## src/sv/dsmq_pkg.sv

```systemverilog
// ---------------------------------------------------------------------------
// Deadline-sorted message queue package
// Shared widths, operation codes and the packed records for stored entries
// and for result words.
// ---------------------------------------------------------------------------
package dsmq_pkg;

  // Default number of queue entries.
  localparam int DSMQ_DEPTH = 16;

  // Field widths.
  localparam int KIND_W  = 3;
  localparam int TIME_W  = 32;
  localparam int ID_W    = 16;
  localparam int PARAM_W = 16;
  localparam int CNT_W   = 5;

  // Operation codes carried by the kind field.
  typedef enum logic [KIND_W-1:0] {
    KIND_POST         = 3'd0,
    KIND_COUNT        = 3'd1,
    KIND_CANCEL_FIRST = 3'd2,
    KIND_CANCEL_ALL   = 3'd3,
    KIND_POLL         = 3'd4
  } kind_t;

  // One stored message.
  typedef struct packed {
    logic [TIME_W-1:0]  deadline;
    logic [ID_W-1:0]    id;
    logic [PARAM_W-1:0] param;
  } entry_t;

  // One result word.
  typedef struct packed {
    logic               accepted;
    logic [CNT_W-1:0]   match_count;
    logic               has_message;
    logic [ID_W-1:0]    out_id;
    logic [PARAM_W-1:0] out_param;
    logic [TIME_W-1:0]  out_deadline;
    logic [CNT_W-1:0]   occupancy;
    logic               last;
  } res_t;

endpackage

```

## src/sv/dsmq_if.sv

```systemverilog
// ---------------------------------------------------------------------------
// Deadline-sorted message queue channels
// Valid/ready channels for the request words and the result words.
// ---------------------------------------------------------------------------
interface dsmq_in_if;
  import dsmq_pkg::*;

  logic               valid;
  logic               ready;
  logic [KIND_W-1:0]  kind;
  logic [TIME_W-1:0]  now;
  logic [ID_W-1:0]    msg_id;
  logic [PARAM_W-1:0] msg_param;
  logic [TIME_W-1:0]  delay;

  modport source (output valid, kind, now, msg_id, msg_param, delay, input ready);
  modport sink   (input valid, kind, now, msg_id, msg_param, delay, output ready);
endinterface

interface dsmq_out_if;
  import dsmq_pkg::*;

  logic               valid;
  logic               ready;
  logic               accepted;
  logic [CNT_W-1:0]   match_count;
  logic               has_message;
  logic [ID_W-1:0]    out_id;
  logic [PARAM_W-1:0] out_param;
  logic [TIME_W-1:0]  out_deadline;
  logic [CNT_W-1:0]   occupancy;
  logic               last;

  modport source (output valid, accepted, match_count, has_message, out_id, out_param,
                  out_deadline, occupancy, last, input ready);
  modport sink   (input valid, accepted, match_count, has_message, out_id, out_param,
                  out_deadline, occupancy, last, output ready);
endinterface

```

## src/sv/dsmq_ram.sv

```systemverilog
// ---------------------------------------------------------------------------
// Generic single-port-write RAM
// One write port and one read port with a registered, enabled read.
// ---------------------------------------------------------------------------
module dsmq_ram #(
  parameter int WIDTH = 8,
  parameter int DEPTH = 16
) (
  input  logic                     clk,
  input  logic                     we,
  input  logic [$clog2(DEPTH)-1:0] waddr,
  input  logic [WIDTH-1:0]         wdata,
  input  logic                     re,
  input  logic [$clog2(DEPTH)-1:0] raddr,
  output logic [WIDTH-1:0]         rdata
);

  logic [WIDTH-1:0] mem [DEPTH];

  // Write port.
  always_ff @(posedge clk) begin
    if (we) begin
      mem[waddr] <= wdata;
    end
  end

  // Registered read; the data holds while no read is issued.
  always_ff @(posedge clk) begin
    if (re) begin
      rdata <= mem[raddr];
    end
  end

endmodule

```

## src/sv/deadline_sorted_message_queue_unit.sv

```systemverilog
// ---------------------------------------------------------------------------
// Deadline-sorted message queue
// Holds up to DEPTH messages in a RAM kept sorted by deadline, walked by a
// small sequencer with one shared comparator.
// ---------------------------------------------------------------------------
// The queue takes one request word at a time and is not ready again until
// all of its result words have been produced. Every entry visit takes an
// S_RD state to issue the RAM read and an S_EV state to act on the
// registered data, since the single RAM read port is the bottleneck. A post
// walks from the tail, moving later entries up one place until it finds
// its slot; a count or a cancel walks every entry held; a poll first
// measures the due prefix, then hands out the due messages and compacts
// the rest towards the head. Output back-pressure can stall any of these.
// A full queue refuses a post without walking the entries. A result word
// may still wait in the output register while the next request is taken.
// There is no clearing pass after reset: only entries below the fill count
// are ever read.
module deadline_sorted_message_queue_unit #(
  parameter int DEPTH = dsmq_pkg::DSMQ_DEPTH
) (
  input  logic        clk,
  input  logic        rst_n,
  dsmq_in_if.sink     in_ch,
  dsmq_out_if.source  out_ch
);
  import dsmq_pkg::*;

  localparam int AW = $clog2(DEPTH);
  localparam int CW = $clog2(DEPTH + 1);

  typedef enum logic [4:0] {
    S_IDLE = 5'b00001,
    S_RD   = 5'b00010,
    S_EV   = 5'b00100,
    S_EMIT = 5'b01000,
    S_RES  = 5'b10000
  } state_t;

  // Keep the low bits of a count for a five-bit result field.
  function automatic logic [CNT_W-1:0] to_cnt(input logic [CW-1:0] v);
    logic [CW+CNT_W-1:0] w;
    w = {{CNT_W{1'b0}}, v};
    return w[CNT_W-1:0];
  endfunction

  state_t              state_r, state_nxt;
  kind_t               kind_r, kind_nxt;
  logic [TIME_W-1:0]   key_r, key_nxt;
  logic [ID_W-1:0]     id_r, id_nxt;
  logic [PARAM_W-1:0]  param_r, param_nxt;
  logic                acc_r, acc_nxt;
  logic                poll2_r, poll2_nxt;
  logic [CW-1:0]       rd_r, rd_nxt;
  logic [CW-1:0]       wr_r, wr_nxt;
  logic [CW-1:0]       hit_r, hit_nxt;
  logic [CW-1:0]       cnt_r, cnt_nxt;
  logic                out_vld_r, out_vld_nxt;
  res_t                res_r, res_nxt;

  logic                ram_we;
  logic [AW-1:0]       ram_waddr;
  entry_t              ram_wdata;
  logic                ram_re;
  logic [AW-1:0]       ram_raddr;
  entry_t              ram_rdata;

  logic                out_free;
  logic                key_lt;
  logic                id_eq;
  logic [CW-1:0]       rd_m1;
  logic [CW-1:0]       rd_p1;
  logic [CW-1:0]       rd_less_hit;
  entry_t              new_entry;

  // Entry store.
  dsmq_ram #(
    .WIDTH ($bits(entry_t)),
    .DEPTH (DEPTH)
  ) u_ram (
    .clk   (clk),
    .we    (ram_we),
    .waddr (ram_waddr),
    .wdata (ram_wdata),
    .re    (ram_re),
    .raddr (ram_raddr),
    .rdata (ram_rdata)
  );

  // Shared comparator: post key against a stored deadline for the insert
  // point, or the current time against a stored deadline for due entries.
  assign key_lt      = key_r < ram_rdata.deadline;
  assign id_eq       = ram_rdata.id == id_r;
  assign rd_m1       = rd_r - CW'(1);
  assign rd_p1       = rd_r + CW'(1);
  assign rd_less_hit = rd_r - hit_r;
  assign new_entry   = '{deadline: key_r, id: id_r, param: param_r};
  assign out_free    = !out_vld_r || out_ch.ready;

  assign in_ch.ready = (state_r == S_IDLE);

  // Sequencer.
  always_comb begin
    state_nxt   = state_r;
    kind_nxt    = kind_r;
    key_nxt     = key_r;
    id_nxt      = id_r;
    param_nxt   = param_r;
    acc_nxt     = acc_r;
    poll2_nxt   = poll2_r;
    rd_nxt      = rd_r;
    wr_nxt      = wr_r;
    hit_nxt     = hit_r;
    cnt_nxt     = cnt_r;
    out_vld_nxt = out_vld_r && !out_ch.ready;
    res_nxt     = res_r;
    ram_we      = 1'b0;
    ram_waddr   = '0;
    ram_wdata   = ram_rdata;
    ram_re      = 1'b0;
    ram_raddr   = '0;

    case (state_r)
      // Take a request and set up the walk.
      S_IDLE: begin
        if (in_ch.valid) begin
          kind_nxt  = kind_t'(in_ch.kind);
          id_nxt    = in_ch.msg_id;
          param_nxt = in_ch.msg_param;
          key_nxt   = in_ch.now;
          acc_nxt   = 1'b0;
          poll2_nxt = 1'b0;
          hit_nxt   = '0;
          rd_nxt    = '0;
          wr_nxt    = '0;
          case (kind_t'(in_ch.kind))
            KIND_POST: begin
              key_nxt = in_ch.now + in_ch.delay;
              rd_nxt  = cnt_r;
              if (cnt_r == CW'(DEPTH)) begin
                state_nxt = S_RES;
              end else begin
                state_nxt = S_RD;
              end
            end
            KIND_COUNT, KIND_CANCEL_FIRST, KIND_CANCEL_ALL, KIND_POLL: begin
              state_nxt = S_RD;
            end
            default: begin
              state_nxt = S_RES;
            end
          endcase
        end
      end

      // Issue the next read, or finish the walk.
      S_RD: begin
        if (kind_r == KIND_POST) begin
          if (rd_r == '0) begin
            ram_we    = 1'b1;
            ram_waddr = '0;
            ram_wdata = new_entry;
            cnt_nxt   = cnt_r + CW'(1);
            acc_nxt   = 1'b1;
            state_nxt = S_RES;
          end else begin
            ram_re    = 1'b1;
            ram_raddr = rd_m1[AW-1:0];
            state_nxt = S_EV;
          end
        end else if (rd_r == cnt_r) begin
          case (kind_r)
            KIND_CANCEL_FIRST, KIND_CANCEL_ALL: begin
              cnt_nxt   = wr_r;
              state_nxt = S_RES;
            end
            KIND_POLL: begin
              if (poll2_r) begin
                cnt_nxt   = cnt_r - hit_r;
                state_nxt = S_IDLE;
              end else if (hit_r == '0) begin
                state_nxt = S_RES;
              end else begin
                poll2_nxt = 1'b1;
                rd_nxt    = '0;
              end
            end
            default: begin
              state_nxt = S_RES;
            end
          endcase
        end else begin
          ram_re    = 1'b1;
          ram_raddr = rd_r[AW-1:0];
          state_nxt = S_EV;
        end
      end

      // Act on the entry just read.
      S_EV: begin
        state_nxt = S_RD;
        case (kind_r)
          KIND_POST: begin
            // Move later deadlines up one place; stop behind an equal one.
            ram_we    = 1'b1;
            ram_waddr = rd_r[AW-1:0];
            if (key_lt) begin
              rd_nxt = rd_m1;
            end else begin
              ram_wdata = new_entry;
              cnt_nxt   = cnt_r + CW'(1);
              acc_nxt   = 1'b1;
              state_nxt = S_RES;
            end
          end
          KIND_COUNT: begin
            if (id_eq) begin
              hit_nxt = hit_r + CW'(1);
            end
            rd_nxt = rd_p1;
          end
          KIND_CANCEL_FIRST, KIND_CANCEL_ALL: begin
            // Drop the first match (every match for a cancel-all) and compact the survivors towards the head.
            if (id_eq && !(kind_r == KIND_CANCEL_FIRST && hit_r != '0)) begin
              hit_nxt = hit_r + CW'(1);
            end else begin
              ram_we    = 1'b1;
              ram_waddr = wr_r[AW-1:0];
              wr_nxt    = wr_r + CW'(1);
            end
            rd_nxt = rd_p1;
          end
          KIND_POLL: begin
            if (!poll2_r) begin
              // Measure the due prefix of the sorted queue.
              if (!key_lt) begin
                hit_nxt = hit_r + CW'(1);
                rd_nxt  = rd_p1;
              end else if (hit_r == '0) begin
                state_nxt = S_RES;
              end else begin
                poll2_nxt = 1'b1;
                rd_nxt    = '0;
              end
            end else if (rd_r < hit_r) begin
              state_nxt = S_EMIT;
            end else begin
              ram_we    = 1'b1;
              ram_waddr = rd_less_hit[AW-1:0];
              rd_nxt    = rd_p1;
            end
          end
          default: begin
            state_nxt = S_RES;
          end
        endcase
      end

      // Hand out one due message; the read data holds meanwhile.
      S_EMIT: begin
        if (out_free) begin
          out_vld_nxt          = 1'b1;
          res_nxt              = '0;
          res_nxt.has_message  = 1'b1;
          res_nxt.out_id       = ram_rdata.id;
          res_nxt.out_param    = ram_rdata.param;
          res_nxt.out_deadline = ram_rdata.deadline;
          res_nxt.occupancy    = to_cnt(cnt_r - hit_r);
          res_nxt.last         = (rd_p1 == hit_r);
          rd_nxt               = rd_p1;
          state_nxt            = S_RD;
        end
      end

      // Single closing result word.
      S_RES: begin
        if (out_free) begin
          out_vld_nxt       = 1'b1;
          res_nxt           = '0;
          res_nxt.accepted  = acc_r;
          res_nxt.occupancy = to_cnt(cnt_r);
          res_nxt.last      = 1'b1;
          if (kind_r == KIND_COUNT || kind_r == KIND_CANCEL_FIRST ||
              kind_r == KIND_CANCEL_ALL) begin
            res_nxt.match_count = to_cnt(hit_r);
          end
          state_nxt = S_IDLE;
        end
      end

      default: begin
        state_nxt = S_IDLE;
      end
    endcase
  end

  // Control registers.
  always_ff @(posedge clk) begin
    if (!rst_n) begin
      state_r   <= S_IDLE;
      cnt_r     <= '0;
      out_vld_r <= 1'b0;
      poll2_r   <= 1'b0;
      rd_r      <= '0;
      wr_r      <= '0;
      hit_r     <= '0;
    end else begin
      state_r   <= state_nxt;
      cnt_r     <= cnt_nxt;
      out_vld_r <= out_vld_nxt;
      poll2_r   <= poll2_nxt;
      rd_r      <= rd_nxt;
      wr_r      <= wr_nxt;
      hit_r     <= hit_nxt;
    end
  end

  // Request and result payload registers.
  always_ff @(posedge clk) begin
    kind_r  <= kind_nxt;
    key_r   <= key_nxt;
    id_r    <= id_nxt;
    param_r <= param_nxt;
    acc_r   <= acc_nxt;
    res_r   <= res_nxt;
  end

  // Result channel.
  assign out_ch.valid        = out_vld_r;
  assign out_ch.accepted     = res_r.accepted;
  assign out_ch.match_count  = res_r.match_count;
  assign out_ch.has_message  = res_r.has_message;
  assign out_ch.out_id       = res_r.out_id;
  assign out_ch.out_param    = res_r.out_param;
  assign out_ch.out_deadline = res_r.out_deadline;
  assign out_ch.occupancy    = res_r.occupancy;
  assign out_ch.last         = res_r.last;

  // The fill count never exceeds the queue depth.
  a_cnt_bound: assert property (@(posedge clk) disable iff (!rst_n)
    cnt_r <= CW'(DEPTH))
    else $error("queue fill count above depth");

  // During a walk, matches or due entries never outnumber the entries held.
  a_hit_bound: assert property (@(posedge clk) disable iff (!rst_n)
    (state_r == S_RD || state_r == S_EV || state_r == S_EMIT) |-> hit_r <= cnt_r)
    else $error("hit count above fill count");

  // Compaction never writes ahead of the read pointer.
  a_wr_behind: assert property (@(posedge clk) disable iff (!rst_n)
    wr_r <= rd_r)
    else $error("compaction write pointer overtook read pointer");

  // Messages are only handed out in the second phase of a poll.
  a_emit_poll: assert property (@(posedge clk) disable iff (!rst_n)
    state_r == S_EMIT |-> kind_r == KIND_POLL && poll2_r)
    else $error("message emitted outside a poll");

  // Writes stay inside the store.
  a_waddr: assert property (@(posedge clk) disable iff (!rst_n)
    ram_we |-> int'(ram_waddr) < DEPTH)
    else $error("entry write beyond depth");

endmodule

```

## src/flat_wrapper.sv

```systemverilog
// flat-port wrapper written by rule: the top's interface ports become plain ports
module deadline_sorted_message_queue_unit_flat import dsmq_pkg::*;
#(
  parameter int DEPTH = dsmq_pkg::DSMQ_DEPTH
)
  (clk, rst_n, in_ch_valid, in_ch_kind, in_ch_now, in_ch_msg_id, in_ch_msg_param, in_ch_delay, in_ch_ready, out_ch_valid, out_ch_accepted, out_ch_match_count, out_ch_has_message, out_ch_out_id, out_ch_out_param, out_ch_out_deadline, out_ch_occupancy, out_ch_last, out_ch_ready);
  dsmq_in_if in_ch_i ();
  dsmq_out_if out_ch_i ();
  input  logic clk;
  input  logic rst_n;
  input wire logic [$bits(in_ch_i.valid)-1:0] in_ch_valid;
  input wire logic [$bits(in_ch_i.kind)-1:0] in_ch_kind;
  input wire logic [$bits(in_ch_i.now)-1:0] in_ch_now;
  input wire logic [$bits(in_ch_i.msg_id)-1:0] in_ch_msg_id;
  input wire logic [$bits(in_ch_i.msg_param)-1:0] in_ch_msg_param;
  input wire logic [$bits(in_ch_i.delay)-1:0] in_ch_delay;
  output wire logic [$bits(in_ch_i.ready)-1:0] in_ch_ready;
  output wire logic [$bits(out_ch_i.valid)-1:0] out_ch_valid;
  output wire logic [$bits(out_ch_i.accepted)-1:0] out_ch_accepted;
  output wire logic [$bits(out_ch_i.match_count)-1:0] out_ch_match_count;
  output wire logic [$bits(out_ch_i.has_message)-1:0] out_ch_has_message;
  output wire logic [$bits(out_ch_i.out_id)-1:0] out_ch_out_id;
  output wire logic [$bits(out_ch_i.out_param)-1:0] out_ch_out_param;
  output wire logic [$bits(out_ch_i.out_deadline)-1:0] out_ch_out_deadline;
  output wire logic [$bits(out_ch_i.occupancy)-1:0] out_ch_occupancy;
  output wire logic [$bits(out_ch_i.last)-1:0] out_ch_last;
  input wire logic [$bits(out_ch_i.ready)-1:0] out_ch_ready;
  assign in_ch_i.valid = in_ch_valid;
  assign in_ch_i.kind = in_ch_kind;
  assign in_ch_i.now = in_ch_now;
  assign in_ch_i.msg_id = in_ch_msg_id;
  assign in_ch_i.msg_param = in_ch_msg_param;
  assign in_ch_i.delay = in_ch_delay;
  assign in_ch_ready = in_ch_i.ready;
  assign out_ch_valid = out_ch_i.valid;
  assign out_ch_accepted = out_ch_i.accepted;
  assign out_ch_match_count = out_ch_i.match_count;
  assign out_ch_has_message = out_ch_i.has_message;
  assign out_ch_out_id = out_ch_i.out_id;
  assign out_ch_out_param = out_ch_i.out_param;
  assign out_ch_out_deadline = out_ch_i.out_deadline;
  assign out_ch_occupancy = out_ch_i.occupancy;
  assign out_ch_last = out_ch_i.last;
  assign out_ch_i.ready = out_ch_ready;
  deadline_sorted_message_queue_unit #(.DEPTH(DEPTH)) u_core (.clk(clk), .rst_n(rst_n), .in_ch(in_ch_i), .out_ch(out_ch_i));
endmodule
```

## config.mk

```make
export PLATFORM = sky130hd
export DESIGN_NAME = deadline_sorted_message_queue_unit_flat
export DESIGN_NICKNAME = d
export VERILOG_FILES = /design/src/sv/dsmq_pkg.sv /design/src/sv/dsmq_if.sv /design/src/sv/dsmq_ram.sv /design/src/sv/deadline_sorted_message_queue_unit.sv /design/src/flat_wrapper.sv
export SDC_FILE = /design/constraint.sdc
export NUM_CORES = 2
export LEC_CHECK = 0
export ABC_CLOCK_PERIOD_IN_PS = 8300
export BUFFER_PORTS_ARGS = -buffer_cell sky130_fd_sc_hd__buf_4
export CORE_MARGIN = 8
export CORE_UTILIZATION = 35
export CTS_CLUSTER_DIAMETER = 200
export CTS_CLUSTER_SIZE = 14
export DETAILED_ROUTE_END_ITERATION = 8
export HOLD_SLACK_MARGIN = 0.12
export PLACE_DENSITY = 0.53
export SLEW_MARGIN = 5
export SYNTH_ARGS = -nofsm -noshare
export SYNTH_HDL_FRONTEND = slang
export SYNTH_SLANG_ARGS = --single-unit
```

## constraint.sdc

```tcl
create_clock -name clk -period 8.3 [get_ports clk]
set_clock_uncertainty 0.15 [all_clocks]
set_input_delay 0 -clock clk [delete_from_list [all_inputs] [get_ports clk]]
set_output_delay 0 -clock clk [all_outputs]
set_load 0.05 [all_outputs]
```

==> flow_summary.json <==
{
  "status": "complete, no violations",
  "drt_iter0_markers": 3153,
  "ys_ff_latch": 1260,
  "whs_ps": 192,
  "syn-num-nets": 4298,
  "p_leak_nw": 21.3,
  "grt_pass1_vias": 33100,
  "fmax_ghz": 0.186,
  "track_usage": 0.180,
  "die-area_mm2": 0.165,
  "grt_max_degree": 179,
  "area_growth_pct": 15.1,
  "syn_inst": 4113,
  "slew_viol_final": 0,
  "place.gp.congestion": 0.839,
  "worstSkewPairLatency_ps": 720,
  "cts_resized": 0,
  "finalCritPeriodShare": 0.648,
  "num_vias": 33800,
  "drt-vias-per-instance": 5.23,
  "drc": 0,
  "p_per_area_mw_per_mm2": 200,
  "worst_path_most_repeated_cell": "nor2_1",
  "synth.distinct_cells": 92,
  "crit_path_cell_trace": "xor2_1 > nor4_1 > nand4_1 > nor2_1 > nor2_1 > a222oi_1 > nand2_1 > nor2b_4 > buf_4",
  "ir_worst_vdd_uv": 168,
  "cts_sinks": 1260,
  "htreeDepth": 3,
  "cp_num_buf_inv": 1,
  "min_path_type": "in2reg",
  "setup_tns_ps": 0,
  "layout.nets": 4594,
  "fillerInstances": 14100,
  "hold_viol_final": 0,
  "final_area_mm2": 0.0613,
  "multi_input_area_mm2": 0.0145,
  "critPathTopFamily": "simple AND/OR/NAND/NOR gates",
  "dr.pass1.iters": 6,
  "io_pins": 182,
  "async_flop_share": 0,
  "crit_fanout": 51,
  "cp_slowest_stage_delay_ps": 970,
  "utilization": 0.405,
  "drtAntennaViolNets": 0,
  "fp.dieW_um": 406,
  "cts_tree": "yes",
  "netlist_top_cells_area": "edfxtp_1, nand2_1, nand3_1",
  "ff_latch_area_mm2": 0.0376,
  "path_clk_slew_ps": 70,
  "numCtsBuffers": 99,
  "max-slew-margin-rel": 0.149,
  "synth_area_leader_cell": "edfxtp_1",
  "fin_cells": 6465,
  "antenna_found_initial": 6,
  "initial_core_util": 0.352,
  "avgSynthCellArea_um2": 13.0,
  "clockBufferDepth": 3,
  "overflow": 0,
  "place.port_buffers": 181,
  "maxCapViolations": 0,
  "drive_above_1_share": 0.119,
  "root_buffer": "clkbuf_16",
  "tightest_slew_ps": 1270,
  "numPlacedInstances": 6161,
  "wire_per_inst_um": 23.6,
  "synth-edff-count": 1233,
  "grt_pass1_wl_um": 224000,
  "ys.flop_type": "edfxtp_1",
  "crit_type": "reg2reg",
  "wirelength_um": 153000,
  "reg2reg_slack_ps": 2920,
  "crit_slowest_cell": "nor4_1",
  "period_needed_ps": 5380,
  "die_y_um": 406,
  "rsz0062_at_grt": "false",
  "placed_area_mm2": 0.0569,
  "worstPathRequired_ps": 8450,
  "post-synth-top-area-fraction": 0.695,
  "cp-start-kind": "register",
  "synth_area_mm2": 0.0533,
  "ys_seq_area_frac": 0.705,
  "coreArea_mm2": 0.152,
  "arrival_ps": 5530,
  "num_rows": 143,
  "dpl.hpwl_um": 85200,
  "finalSetupViolations": 0,
  "yosysWarnings": 0,
  "end_kind": "register"
}
[cell usage after synthesis, drive strengths merged, types with 3 or more instances]
cell and number:
a211oi 10, a21boi 3, a21o 30, a21oi 227, a221oi 5, a222oi 3
a22oi 3, a2bb2oi 3, a31oi 47, a32oi 57, and2 38, and3 21
buf 141, clkbuf 88, dfxtp 27, edfxtp 1233, fa 3, ha 79
inv 68, mux2 66, mux2i 61, nand2 1027, nand2b 11, nand3 401
nand3b 6, nand4 18, nor2 115, nor2b 8, nor3 21, nor3b 4
nor4 40, nor4b 4, o21a 7, o21ai 97, o21bai 4, o221ai 3
o22ai 13, o31ai 6, o41ai 4, or2 4, or3 9, xnor2 27
xor2 43
[tightest hold or removal path, cell delays in order]
cell and delay, ps:
buf_4 80, ha_1 120, nand2_1 40, nand2_1 80
dlygate4sd3_1 600
[state kept, by name, summed over array words and instances (netlist names), 16 cells and up]
name / flops
u_core.out_ch.out_id: 16
u_core.u_ram.mem: 1024
u_core.out_ch.out_param: 16
u_core.id_r: 16
u_core.out_ch.out_deadline: 32
u_core.param_r: 16
u_core.u_ram.rdata: 64
u_core.key_r: 32
[cell families after synthesis]
logic type / Yosys count / synth area share
and+or+nand+nor: 1734 / 0.148
DFF: 1260 / 0.705
AOI/OAI and AO/OA: 543 / 0.0642
buffers and inverters: 297 / 0.0263
muxes: 127 / 0.0254
adders and majority gates: 82 / 0.0197
xor gates and xnor gates: 70 / 0.0115
[layout make-up]
class                           instances  area share
Sequential cell                      1260       0.612
Multi-Input combinational cell       2556       0.237
Timing Repair Buffer                  424      0.0618
Clock buffer                          122      0.0421
Tap cell                             2030      0.0414
Inverter                               68     0.00420
Clock inverter                          4     0.00116
Antenna cell                            1   0.0000408
[stage by stage]
step	total power, mW	setup WS (ps)
3_3_place_gp	8.00	3180
2_1_floorplan	7.70	2370
5_1_grt	12.6	2740
6_report	12.3	2920
3_5_place_dp	8.00	3040
4_1_cts	12.4	3060
[layer usage]
layer  share of wire  up-vias  wire length (µm)  global-route usage
met1            0.44    17100             67600               0.251
met4           0.018        0              2720              0.0408
li1                -    15600                 -                   -
met5               0        -                 0                   0
met2            0.49      933             75100               0.306
met3           0.047      164              7150              0.0168
[timing repair]
action / CTS / global route
hold buffers: 177 / 0
endpoints found under the hold margin: 132 / 0
setup buffers: 0 / 0
endpoints found under the setup margin: 0 / 0
[where the power goes]
part / internal (mW) / total, mW / switching [mW]
clock: 2.17 / 4.33 / 2.16
combinational: 0.315 / 0.838 / 0.523
sequential: 7.03 / 7.10 / 0.0678
total: 9.51 / 12.3 / 2.75
[path summary, 6_finish.rpt]
| kind | startpoint | endpoint | depth (start not counted) |
|---|---|---|---|
| worst max-delay path | u_core.u_ram.rdata[17] | u_core.u_ram.mem[8][19] | 9 |
| worst min register to register | u_core.wr_r[4] | u_core.wr_r[4] | 2 |
| worst min-delay path | in_ch_delay[0] | u_core.key_r[0] | 5 |
| worst max register to register | u_core.u_ram.rdata[17] | u_core.u_ram.mem[8][19] | 9 |
[placed cells by master (no fill, tap or decap), types with 5 or more instances in the layout]
| cell type | netlist | routed |
|---|---|---|
| a221oi_1 | 5 | 5 |
| a21oi_1 | 223 | 221 |
| a211oi_1 | 7 | 7 |
| or3_1 | 9 | 7 |
| edfxtp_1 | 1233 | 1233 |
| o22ai_1 | 12 | 12 |
| xnor2_1 | 27 | 27 |
| ha_1 | 79 | 79 |
| nor2_1 | 111 | 97 |
| nor3_1 | 18 | 18 |
| and3_1 | 21 | 21 |
| nor4_2 | 31 | 31 |
| o21ai_0 | 71 | 71 |
| inv_1 | 68 | 66 |
| a31oi_1 | 47 | 47 |
| dfxtp_1 | 27 | 27 |
| nand2_1 | 1025 | 1024 |
| buf_12 | 2 | 13 |
| nor2b_1 | 8 | 6 |
| and2_1 | 38 | 38 |
| clkbuf_16 | 0 | 100 |
| mux2_2 | 66 | 66 |
| nand3_2 | 20 | 20 |
| nand3_1 | 381 | 381 |
| nor2_4 | 2 | 17 |
| nand3b_1 | 6 | 6 |
| buf_4 | 19 | 234 |
| nand4_1 | 17 | 17 |
| xor2_1 | 43 | 43 |
| a21o_1 | 30 | 29 |
| nor4_1 | 9 | 9 |
| a32oi_1 | 57 | 57 |
| nand2b_1 | 11 | 11 |
| mux2i_1 | 61 | 61 |
| o21ai_1 | 24 | 24 |
| o21a_1 | 7 | 6 |
| clkbuf_1 | 88 | 22 |
| dlygate4sd3_1 | 0 | 177 |
No activity file was read; power rests on OpenSTA's default activity.
